$ cat src/rtl/assert_macros.svh
// Assertion macros used by the RTL of the compression unit.
`ifndef ASSERT_MACROS_SVH
`define ASSERT_MACROS_SVH

// Same-cycle implication checked on clk, off while rst is high.
`define ASSERT_NOW(lbl, ante, cons, msg) \
  lbl: assert property (@(posedge clk) disable iff (rst) (ante) |-> (cons)) \
    else $error(msg);

// Next-cycle implication checked on clk, off while rst is high.
`define ASSERT_NEXT(lbl, ante, cons, msg) \
  lbl: assert property (@(posedge clk) disable iff (rst) (ante) |=> (cons)) \
    else $error(msg);

`endif

$ cat src/rtl/sha1bc_pkg.sv
// Types, constants and round helpers of the block compression unit.
package sha1bc_pkg;

  localparam int CHAIN_WORDS     = 5;
  localparam int BLOCK_WORDS     = 16;
  localparam int ROUNDS_PER_PHASE = 20;
  localparam int NUM_PHASES      = 4;

  localparam int CNT_W   = $clog2(BLOCK_WORDS);
  localparam int SUB_W   = $clog2(ROUNDS_PER_PHASE);
  localparam int PHASE_W = $clog2(NUM_PHASES);
  localparam int IDX_W   = $clog2(CHAIN_WORDS);

  // Configuration register indexes
  localparam logic [1:0] CFG_K0 = 2'd0;
  localparam logic [1:0] CFG_K1 = 2'd1;
  localparam logic [1:0] CFG_K2 = 2'd2;
  localparam logic [1:0] CFG_K3 = 2'd3;

  // Input operation codes
  localparam logic OP_MSG  = 1'b0;
  localparam logic OP_LOAD = 1'b1;

  // Round phases, twenty rounds each
  localparam logic [PHASE_W-1:0] PHASE_CH   = 2'd0;
  localparam logic [PHASE_W-1:0] PHASE_PAR1 = 2'd1;
  localparam logic [PHASE_W-1:0] PHASE_MAJ  = 2'd2;
  localparam logic [PHASE_W-1:0] PHASE_PAR2 = 2'd3;

  localparam logic [31:0] K_RESET [NUM_PHASES] = '{
    32'h5A827999, 32'h6ED9EBA1, 32'h8F1BBCDC, 32'hCA62C1D6
  };

  localparam logic [31:0] H_INIT [CHAIN_WORDS] = '{
    32'h67452301, 32'hEFCDAB89, 32'h98BADCFE, 32'h10325476, 32'hC3D2E1F0
  };

  typedef enum logic [2:0] {
    S_IDLE  = 3'b001,
    S_ROUND = 3'b010,
    S_FINAL = 3'b100
  } state_t;

  function automatic logic [31:0] rol5(input logic [31:0] x);
    return {x[26:0], x[31:27]};
  endfunction

  function automatic logic [31:0] rol30(input logic [31:0] x);
    return {x[1:0], x[31:2]};
  endfunction

  function automatic logic [31:0] rol1(input logic [31:0] x);
    return {x[30:0], x[31]};
  endfunction

  // Choose, parity or majority by phase
  function automatic logic [31:0] round_fn(input logic [PHASE_W-1:0] phase,
                                           input logic [31:0] b,
                                           input logic [31:0] c,
                                           input logic [31:0] d);
    logic [31:0] f;
    case (phase)
      PHASE_CH:   f = (b & c) | (~b & d);
      PHASE_PAR1: f = b ^ c ^ d;
      PHASE_MAJ:  f = (b & c) | (b & d) | (c & d);
      PHASE_PAR2: f = b ^ c ^ d;
      default:    f = b ^ c ^ d;
    endcase
    return f;
  endfunction

endpackage

$ cat src/rtl/sha1_block_compress_unit.sv
// SHA-1 compression unit: message shift line, one shared round unit, final adder.
// Load and message items are accepted whenever busy is low. The sixteenth message
// word raises busy for 80 rounds through one round adder, then five chaining-word
// additions through one 32-bit adder; the five results appear one per cycle after
// the rounds. Results cannot be stalled. Reset loads the initial hash and standard
// constants, word count zero.
`include "assert_macros.svh"

module sha1_block_compress_unit (
  input  logic        clk,
  input  logic        rst,
  input  logic        start,
  output logic        busy,
  input  logic        op,
  input  logic [31:0] data,
  input  logic [2:0]  chain_index,
  input  logic        cfg_valid,
  output logic        cfg_ready,
  input  logic [1:0]  cfg_index,
  input  logic [31:0] cfg_data,
  output logic        done,
  output logic [31:0] digest_word,
  output logic [2:0]  digest_index,
  output logic        last
);

  sha1bc_pkg::state_t state;

  logic [31:0] k_reg [sha1bc_pkg::NUM_PHASES];
  logic [31:0] cv    [sha1bc_pkg::CHAIN_WORDS];
  logic [31:0] sched [sha1bc_pkg::BLOCK_WORDS];

  logic [sha1bc_pkg::CNT_W-1:0]   word_count;
  logic [sha1bc_pkg::PHASE_W-1:0] phase;
  logic [sha1bc_pkg::SUB_W-1:0]   sub_cnt;
  logic [sha1bc_pkg::IDX_W-1:0]   fin_cnt;

  logic [31:0] a, b, c, d, e;

  logic        accept;
  logic        last_word;
  logic        last_round;
  logic        blk_go;
  logic        in_round;
  logic        in_final;
  logic [31:0] w_next;
  logic [31:0] round_sum;
  logic [31:0] final_sum;

  assign busy      = (state != sha1bc_pkg::S_IDLE);
  assign cfg_ready = !busy;
  assign accept    = start && !busy;
  assign last_word = (word_count == sha1bc_pkg::CNT_W'(sha1bc_pkg::BLOCK_WORDS - 1));
  assign last_round = (phase == sha1bc_pkg::PHASE_PAR2) &&
                      (sub_cnt == sha1bc_pkg::SUB_W'(sha1bc_pkg::ROUNDS_PER_PHASE - 1));
  assign blk_go    = accept && (op == sha1bc_pkg::OP_MSG) && last_word;
  assign in_round  = (state == sha1bc_pkg::S_ROUND);
  assign in_final  = (state == sha1bc_pkg::S_FINAL);

  // Shared round datapath and schedule expansion
  assign w_next    = sha1bc_pkg::rol1(sched[13] ^ sched[8] ^ sched[2] ^ sched[0]);
  assign round_sum = sha1bc_pkg::rol5(a) + sha1bc_pkg::round_fn(phase, b, c, d)
                     + e + sched[0] + k_reg[phase];

  // Shared final adder, one chaining word a cycle
  assign final_sum = cv[0] + a;

  // Configuration writes
  always_ff @(posedge clk) begin
    if (rst) begin
      for (int i = 0; i < sha1bc_pkg::NUM_PHASES; i++) begin
        k_reg[i] <= sha1bc_pkg::K_RESET[i];
      end
    end else if (cfg_valid && cfg_ready) begin
      case (cfg_index)
        sha1bc_pkg::CFG_K0: k_reg[0] <= cfg_data;
        sha1bc_pkg::CFG_K1: k_reg[1] <= cfg_data;
        sha1bc_pkg::CFG_K2: k_reg[2] <= cfg_data;
        sha1bc_pkg::CFG_K3: k_reg[3] <= cfg_data;
        default: ;
      endcase
    end
  end

  // Message shift line: fill on message items, advance once per round
  always_ff @(posedge clk) begin
    if (accept && op == sha1bc_pkg::OP_MSG) begin
      for (int i = 0; i < sha1bc_pkg::BLOCK_WORDS - 1; i++) begin
        sched[i] <= sched[i + 1];
      end
      sched[sha1bc_pkg::BLOCK_WORDS - 1] <= data;
    end else if (state == sha1bc_pkg::S_ROUND) begin
      for (int i = 0; i < sha1bc_pkg::BLOCK_WORDS - 1; i++) begin
        sched[i] <= sched[i + 1];
      end
      sched[sha1bc_pkg::BLOCK_WORDS - 1] <= w_next;
    end
  end

  // Sequencer, chaining value and counters
  always_ff @(posedge clk) begin
    if (rst) begin
      state      <= sha1bc_pkg::S_IDLE;
      word_count <= '0;
      phase      <= '0;
      sub_cnt    <= '0;
      fin_cnt    <= '0;
      for (int i = 0; i < sha1bc_pkg::CHAIN_WORDS; i++) begin
        cv[i] <= sha1bc_pkg::H_INIT[i];
      end
    end else begin
      case (state)
        sha1bc_pkg::S_IDLE: begin
          if (accept) begin
            if (op == sha1bc_pkg::OP_LOAD) begin
              if (chain_index < 3'(sha1bc_pkg::CHAIN_WORDS)) begin
                cv[chain_index] <= data;
              end
            end else begin
              word_count <= word_count + sha1bc_pkg::CNT_W'(1);
              if (last_word) begin
                state   <= sha1bc_pkg::S_ROUND;
                phase   <= '0;
                sub_cnt <= '0;
              end
            end
          end
        end
        sha1bc_pkg::S_ROUND: begin
          if (sub_cnt == sha1bc_pkg::SUB_W'(sha1bc_pkg::ROUNDS_PER_PHASE - 1)) begin
            sub_cnt <= '0;
            phase   <= phase + sha1bc_pkg::PHASE_W'(1);
          end else begin
            sub_cnt <= sub_cnt + sha1bc_pkg::SUB_W'(1);
          end
          if (last_round) begin
            state   <= sha1bc_pkg::S_FINAL;
            fin_cnt <= '0;
          end
        end
        sha1bc_pkg::S_FINAL: begin
          // Rotate the chaining words through the adder
          for (int i = 0; i < sha1bc_pkg::CHAIN_WORDS - 1; i++) begin
            cv[i] <= cv[i + 1];
          end
          cv[sha1bc_pkg::CHAIN_WORDS - 1] <= final_sum;
          fin_cnt <= fin_cnt + sha1bc_pkg::IDX_W'(1);
          if (fin_cnt == sha1bc_pkg::IDX_W'(sha1bc_pkg::CHAIN_WORDS - 1)) begin
            state <= sha1bc_pkg::S_IDLE;
          end
        end
        default: state <= sha1bc_pkg::S_IDLE;
      endcase
    end
  end

  // Working words: seed, run rounds, drain through the final adder
  always_ff @(posedge clk) begin
    if (blk_go) begin
      a <= cv[0];
      b <= cv[1];
      c <= cv[2];
      d <= cv[3];
      e <= cv[4];
    end else if (state == sha1bc_pkg::S_ROUND) begin
      a <= round_sum;
      b <= a;
      c <= sha1bc_pkg::rol30(b);
      d <= c;
      e <= d;
    end else if (state == sha1bc_pkg::S_FINAL) begin
      a <= b;
      b <= c;
      c <= d;
      d <= e;
    end
  end

  // Result strobe
  always_ff @(posedge clk) begin
    if (rst) begin
      done <= 1'b0;
    end else begin
      done <= (state == sha1bc_pkg::S_FINAL);
    end
  end

  // Result payload
  always_ff @(posedge clk) begin
    if (state == sha1bc_pkg::S_FINAL) begin
      digest_word  <= final_sum;
      digest_index <= 3'(fin_cnt);
      last         <= (fin_cnt == sha1bc_pkg::IDX_W'(sha1bc_pkg::CHAIN_WORDS - 1));
    end
  end

  `ASSERT_NEXT(a_enter_final, in_round && last_round, in_final, "rounds did not reach final add")
  `ASSERT_NEXT(a_busy_cause, !busy && !blk_go, !busy, "busy rose without a sixteenth word")
  `ASSERT_NEXT(a_count_wrap, blk_go, word_count == '0 && in_round, "word count did not wrap")
  `ASSERT_NEXT(a_single_run, done && last, !done, "result strobe ran past the last word")
  `ASSERT_NOW(a_fin_range, in_final, fin_cnt < 3'(sha1bc_pkg::CHAIN_WORDS), "final count out of range")

endmodule

$ cat config.mk
export PLATFORM = sky130hd
export DESIGN_NAME = sha1_block_compress_unit
export DESIGN_NICKNAME = d
export VERILOG_FILES = /design/src/rtl/sha1bc_pkg.sv /design/src/rtl/sha1_block_compress_unit.sv
export VERILOG_INCLUDE_DIRS = /design/src /design/src/rtl
export SDC_FILE = /design/constraint.sdc
export NUM_CORES = 2
export LEC_CHECK = 0
export BUFFER_PORTS_ARGS = -buffer_cell sky130_fd_sc_hd__buf_2
export CAP_MARGIN = 10
export CORE_UTILIZATION = 55
export DETAILED_ROUTE_END_ITERATION = 8
export PLACE_DENSITY = 0.81
export REMOVE_ABC_BUFFERS = 1
export SYNTH_ARGS = -nofsm -noshare
export SYNTH_HDL_FRONTEND = slang
export SYNTH_SLANG_ARGS = --single-unit
$ cat constraint.sdc
create_clock -name clk -period 16.65 [get_ports clk]
set_input_delay 0 -clock clk [delete_from_list [all_inputs] [get_ports clk]]
set_output_delay 0 -clock clk [all_outputs]
set_load 0.01 [all_outputs]
# Word level (Yosys, flattened, before mapping)
# Memory sizes are Yosys's and may differ from the RTL's. A register that Yosys moved wholly into a read port is not among the register bits.
# Index checks and enable logic that the tools add are counted.
# word_totals
reg_bits	214
ram_bits	800
inputBits	74
output_inout_bits	39
wordCells	199
mem_count	3
# op_classes
add_sub_neg	9
magnitude_cmp	1
eq_ne	19
muxes	95
bitwise_logic	39
reduce_logical	19
# memory_table
memory	depth	word_bits	read_ports	rd_ports_with_merged_regs	write_ports	line_no	text
sched	16	32	16	0	16	sha1_block_compress_unit.sv:31	logic [31:0] sched [sha1bc_pkg::BLOCK_WORDS];
cv	5	32	5	0	5	sha1_block_compress_unit.sv:30	logic [31:0] cv [sha1bc_pkg::CHAIN_WORDS];
k_reg	4	32	1	1	4	sha1_block_compress_unit.sv:29	logic [31:0] k_reg [sha1bc_pkg::NUM_PHASES];
# op_table
cell	count
32-bit two-way mux	40
32-bit adder	5
32-bit bitwise XOR	5
32-bit AND	4
32-bit OR	3
32-bit case mux with 3 select lines	1
1-bit two-way mux	33
32-bit NOT	1
32-bit OR reduction	1
1-bit OR	25
3-bit two-way mux	7
5-bit two-way mux	4
2-bit two-way mux	6
5-bit case mux with 2 select lines	1
5-bit AND reduction	2
3-bit case mux with 3 select lines	1
2-bit == test, second input constant	4
2-bit != test, second input constant	4
3-bit == test, second input constant	2
3-bit case mux with 2 select lines	1
2-bit nonzero test	3
5-bit by 1-bit adder with 5-bit output, second input constant	1
5-bit == test, second input constant	1
1-bit logical AND	5
other kinds (19)	22

# Longest topological paths before layout
# logic_depth
ltp_word	10
ltp_mapped	24
depth_no_buf	22

# Least setup slack after synthesis
# Ideal clock, no wire load.
# synth_timing
path_kind	reg-to-reg
start	register state[1]
end	memory sched[0][0] (enable)
setup_time_ps	3632
t_arrival_ps	9661
t_required_ps	13018
setup_slack_ps	3357
path_stages_with_launch	7
n_path_buf	2
period_less_slack_ps	13293
path_cell_list	dfxtp_1 -> or3b_1 -> inv_2 -> nand2_1 -> clkbuf_1 -> clkbuf_1 -> nand2_1
# synth_lines
item	line_no	text
from (decl)	sha1_block_compress_unit.sv:27	sha1bc_pkg::state_t state;
from (signal assigned)	sha1_block_compress_unit.sv:103	state <= sha1bc_pkg::S_IDLE;
from (signal assigned)	sha1_block_compress_unit.sv:122	state <= sha1bc_pkg::S_ROUND;
from (signal assigned)	sha1_block_compress_unit.sv:137	state <= sha1bc_pkg::S_FINAL;
to (decl)	sha1_block_compress_unit.sv:31	

# Worst setup path in the final report
# layout_timing
start	register phase[1] (netlist name)
end	register a[27], data pin
# layout_via
elab_chain_cells	9
word_cells_on_any_way	12
classes_between	add/sub (4); eq/ne (3); mux (3); reduce/logical (2)
# layout_rtl
item	line_no	text
from (decl)	sha1_block_compress_unit.sv:34	logic [sha1bc_pkg::PHASE_W-1:0] phase;
from (signal assigned)	sha1_block_compress_unit.sv:132	phase <= phase + sha1bc_pkg::PHASE_W'(1);
2-bit == test / 2-bit by 1-bit == test with 1-bit output (equally long branches)	sha1bc_pkg.sv:62	case (phase)
2-bit OR reduction (no line)	n/a	
32-bit case mux with 3 select lines *	sha1bc_pkg.sv:62	
32-bit adder *	sha1_block_compress_unit.sv:62	assign round_sum = sha1bc_pkg::rol5(a) + sha1bc_pkg::round_fn(phase, b, c, d)
32-bit adder * (3 in series)	sha1_block_compress_unit.sv:63	+ e + sched[0] + k_reg[phase];
32-bit two-way mux *	sha1_block_compress_unit.sv:165	end else if (state == sha1bc_pkg::S_ROUND) begin
32-bit two-way mux *	sha1_block_compress_unit.sv:159	if (blk_go) begin
to (signal assigned)	sha1_block_compress_unit.sv:160	a <= cv[0];
to (signal assigned)	sha1_block_compress_unit.sv:166	a <= round_sum;
to (decl)	sha1_block_compress_unit.sv:38	logic [31:0] a, b, c, d, e;
# Every way passes the cells marked *; elsewhere a longest branch is shown, timed or not.
# A chain may end at the register's enable or synchronous reset.

==> parameters.txt <==
Parameter                              Value

Status
  Outcome ... completed

Setup path
  Cell depth of the worst flop-to-flop path ... 21
  Crit path largest cell delay ... around 0.62 ns
  Reg2Reg Capture Point ... a[27]
  Crit-path most repeated cell ... fa_1
  Setup crit start kind ... flip-flop
  Required time reported for the critical path endpoint ... about 17 ns
  Cell at the slowest stage of the critical path ... or2_2
  Worst-case register-to-register setup slack ... between 10 and 15 ns
  Startpoint of the worst-slack reg-to-reg timing path ... phase[1]
  Critical path class ... reg2reg
  Peak fanout along the critical path ... 32
  Kind of end point of the critical path ... flip-flop
  Arrival time at the worst endpoint ... between 6 and 7 ns
  Worst-path cell chain ... inv_1, ha_1, or2_2, a221oi_1, a21o_1, fa_1, fa_1, fa_1, inv_1, ha_1, inv_1, fa_1, nand2b_1, a211oi_1, o21ai_1, o21ai_2, a211oi_2, a21oi_1, a21boi_0, xor2_1, o22ai_1

Clock network
  Clock transition at the registers of the reported paths ... 0.07 ns
  TritonCTS clock tree ... done
  Clk Latency, worst-skew pair ... 0.66 ns
  Num CTS Buffers ... 100
  Clock tree root driver cell ... clkbuf_16
  Largest buffer count on any clock path ... 3
  Number of levels the H-tree was split into ... 3
  Number of setup buffers added after CTS ... 0
  Clk sinks ... 1016

Timing
  Hold Vio Cnt, Final ... 0
  RSZ-0062 raised after global routing ... false
  Shortest period the worst path allows ... 6.096 ns
  Worst Tran Pin Value ... between 1 and 1.5 ns
  Max Clock Skew ... approximately 0.032 ns
  Number of pins exceeding their max-slew limit in the final report ... 0
  Final-report setup violation count ... 0
  Final clock period utilization by the worst path ... 36.61%
  Max transition margin ... roughly 14%
  Maximum clock rate ... approximately 0.16 GHz
  Final sum of negative setup slack ... 0 ns

Die
  Die extent in y ... roughly 290 um
  Core footprint ... slightly above 0.08 mm2
  Total I/O pin count ... 113
  Overall die area ... about 0.084 mm2
  Initial cell density of the core ... 55.61%
  Die X ... around 290 um
  FP Rows ... 105

Global routing
  Largest net degree at the start of global routing ... around 170
  Wire length of the first global-routing pass ... between 150000 and 200000 um
  Number of antenna violations at the first check in global routing ... 1
  Total routing resource utilization after global routing ... 26.22%
  Global route overflow ... 0
  Vias in the first global route ... between 20k and 30k

Synthesis
  Post-synth top flop ... edfxtp_1
  Post-Syn Area ... around 0.046 mm2
  Post-synthesis sequential area ratio ... about two thirds
  Warnings, synthesis ... 0
  Count of mapped cells out of synthesis ... around 3.3k
  Count of state elements after synthesis ... ~1.0k
  Netlist cell types ... around 70
  Syn_area_per_cell ... 13.96 um2
  Share of synthesized registers carrying an async set or reset ... 0%
  Number of synthesized flops with an enable pin ... ~1000

Final layout
  Nets ... roughly 3.7k
  Number of flip-flops under the largest register name ... 512
  Fraction of layout cells with a size suffix above 1 ... between 10% and 20%
  Number of antenna cells inserted ... 0
  Number of fill cells ... roughly 5.8k
  Post-route cell area ... 0.05154 mm2
  Post-synthesis to final-layout area growth ... 12.87%

Detailed routing
  Antenna viol nets, final ... 0
  DRT Pass-1 Iters ... 5
  Average vias per placed instance ... 6.054
  Iteration-0 DRC Markers ... around 3.7k
  Drt drc ... 0
  Via count of the routed design ... roughly 28k
  Routed length per placed instance ... around 24 um
  Total wire length after detailed routing ... approximately 110000 um

Min path
  Worst min path class ... in2reg
  Hold Crit Endpoint ... k_reg[0][7]
  Number of cells on the worst hold path ... 4
  Worst Hold Launch ... cfg_index[1]

Job
  Total of max-cap violations ... 0

Placement
  Post-detail-place hpwl ... approximately 70000 um
  Area after DPL ... around 0.047 mm2
  Number of buffer cells added on primary ports ... ~110
  GPL Wtd Cong ... around 0.94

Power
  P_leak ... ~19 nW
  Power per unit of standard cell area ... between 100 and 150 mW/mm2
  Peak ir drop on the vdd network ... about 0.00008 V
per-stage QoR:
| step | setup WS (ns) | total power [mW] | hold slack (ns) | utilization (%) | std cells |
|---|---|---|---|---|---|
| global placement | 10.75 | 3.202 | 0.2917 | 57.70 | 4343 |
| finish | 10.55 | 5.544 | 0.01707 | 62.76 | 4603 |
| floorplan | -0.8068 | 3.139 | 0.06907 | - | 3122 |
| global route | 10.22 | 5.688 | 0.03896 | 62.76 | 4603 |
| detailed placement | 10.62 | 3.210 | 0.2997 | 57.70 | 4343 |
| CTS | 10.59 | 5.562 | 0.001642 | 62.76 | 4603 |
final cells by class:
class	instances	area, um2	share of cell area [%]
repair buffers	221	1567	3.040
multi-input cells	1820	13790	26.75
inverters	286	1074	2.083
flip-flops and latches	1016	30310	58.81
well taps	1070	1339	2.598
clock inverters	75	835.8	1.622
clock buffers	115	2623	5.089
layout by cell type, fill, tap and decap left out, types with 64 or more instances in the layout:
cell type | Yosys | routed
a21oi_1 | 121 | 121
a22o_1 | 79 | 79
a31oi_1 | 109 | 109
and2_1 | 66 | 64
buf_2 | 5 | 112
clkbuf_16 | 0 | 103
dlygate4sd3_1 | 0 | 70
edfxtp_1 | 996 | 996
fa_1 | 125 | 125
ha_1 | 72 | 71
inv_1 | 284 | 282
nand2_1 | 369 | 362
nand2b_1 | 65 | 64
nor2_1 | 195 | 194
o22a_1 | 77 | 77
xnor2_1 | 139 | 139
worst max-delay path: cells and delay by family (launching register included):
family | cells | cell delay [ns]
AOI/OAI and AO/OA | 9 | 2.16
xor gates and xnor gates | 1 | 0.16
adders and majority gates | 6 | 2.12
buffers and inverters | 3 | 0.23
DFF | 1 | 0.36
and+or+nand+nor | 2 | 0.80
cell usage after synthesis (6+ instances only):
cell type  number  area [um2]
o21ai_0        46       230.2
o22a_1         77       674.4
a21oi_1       121       605.6
nor2_1        195       732.0
a211oi_1       10       75.07
buf_1          12       45.04
and2_1         66       412.9
xor2_1         25       219.0
dfxtp_1        20       400.4
mux4_2         32       720.7
nor2b_1         8       50.05
edfxtp_1      996       29910
a31oi_1       109       681.9
nor3_1         14       70.07
and3_1         15       93.84
a21o_1         60       450.4
nand2b_1       65       406.6
a221oi_1       35       306.5
fa_1          125        2502
mux2i_1        33       330.3
inv_1         284        1066
or3_1          19       118.9
a22o_1         79       691.9
ha_1           72       900.9
xnor2_1       139        1217
nand2_1       369        1385
nand3_1        19       95.09
clkbuf_1      132       495.5
nand4_1         6       37.54
where the power goes:
| group | internal, mW | leakage, nW | switching, mW |
|---|---|---|---|
| registers | 2.88 | 8.74 | 0.0307 |
| logic | 0.0945 | 8.18 | 0.169 |
| clock network | 1.39 | 1.68 | 0.982 |
| total | 4.36 | 18.6 | 1.18 |
kinds of logic (layout without fill, tap and decap cells):
kind of cell               after synthesis  after routing  share of synthesized area [%]
xor gates and xnor gates               164            164                          3.146
buffers and inverters                  435            697                          3.590
DFF                                   1016           1016                          66.38
and+or+nand+nor                        800            800                          7.853
adders and majority gates              197            197                          7.453
muxes                                   67             67                          2.359
AOI/OAI and AO/OA                      592            592                          9.221
worst max-delay path by stage:
stage | cells past startpoint | end | startpoint
after CTS | 21 | a[27] | phase[1]
after detailed placement | 21 | a[27] | phase[1]
after global placement | 21 | a[27] | phase[1]
final | 21 | a[27] | phase[1]
after global routing | 22 | a[27] | phase[1]
after floorplan | 3 | sched[0][0] | state[2]
what timing repair did:
| item | CTS | global route |
|---|---|---|
| hold endpoints to repair | 334 | 0 |
| gates resized for setup | 0 | 0 |
| hold buffers | 70 | 0 |
metal layers:
layer  vias up  part of all wire [%]  GRT usage, %
met5         -                     0             0
met4         0                   4.7         12.13
met3       304                    10         4.749
met2      1655                    45         39.56
met1     13730                    40         37.33
li1      12180                     -             -
No activity file was read; power rests on OpenSTA's default activity.
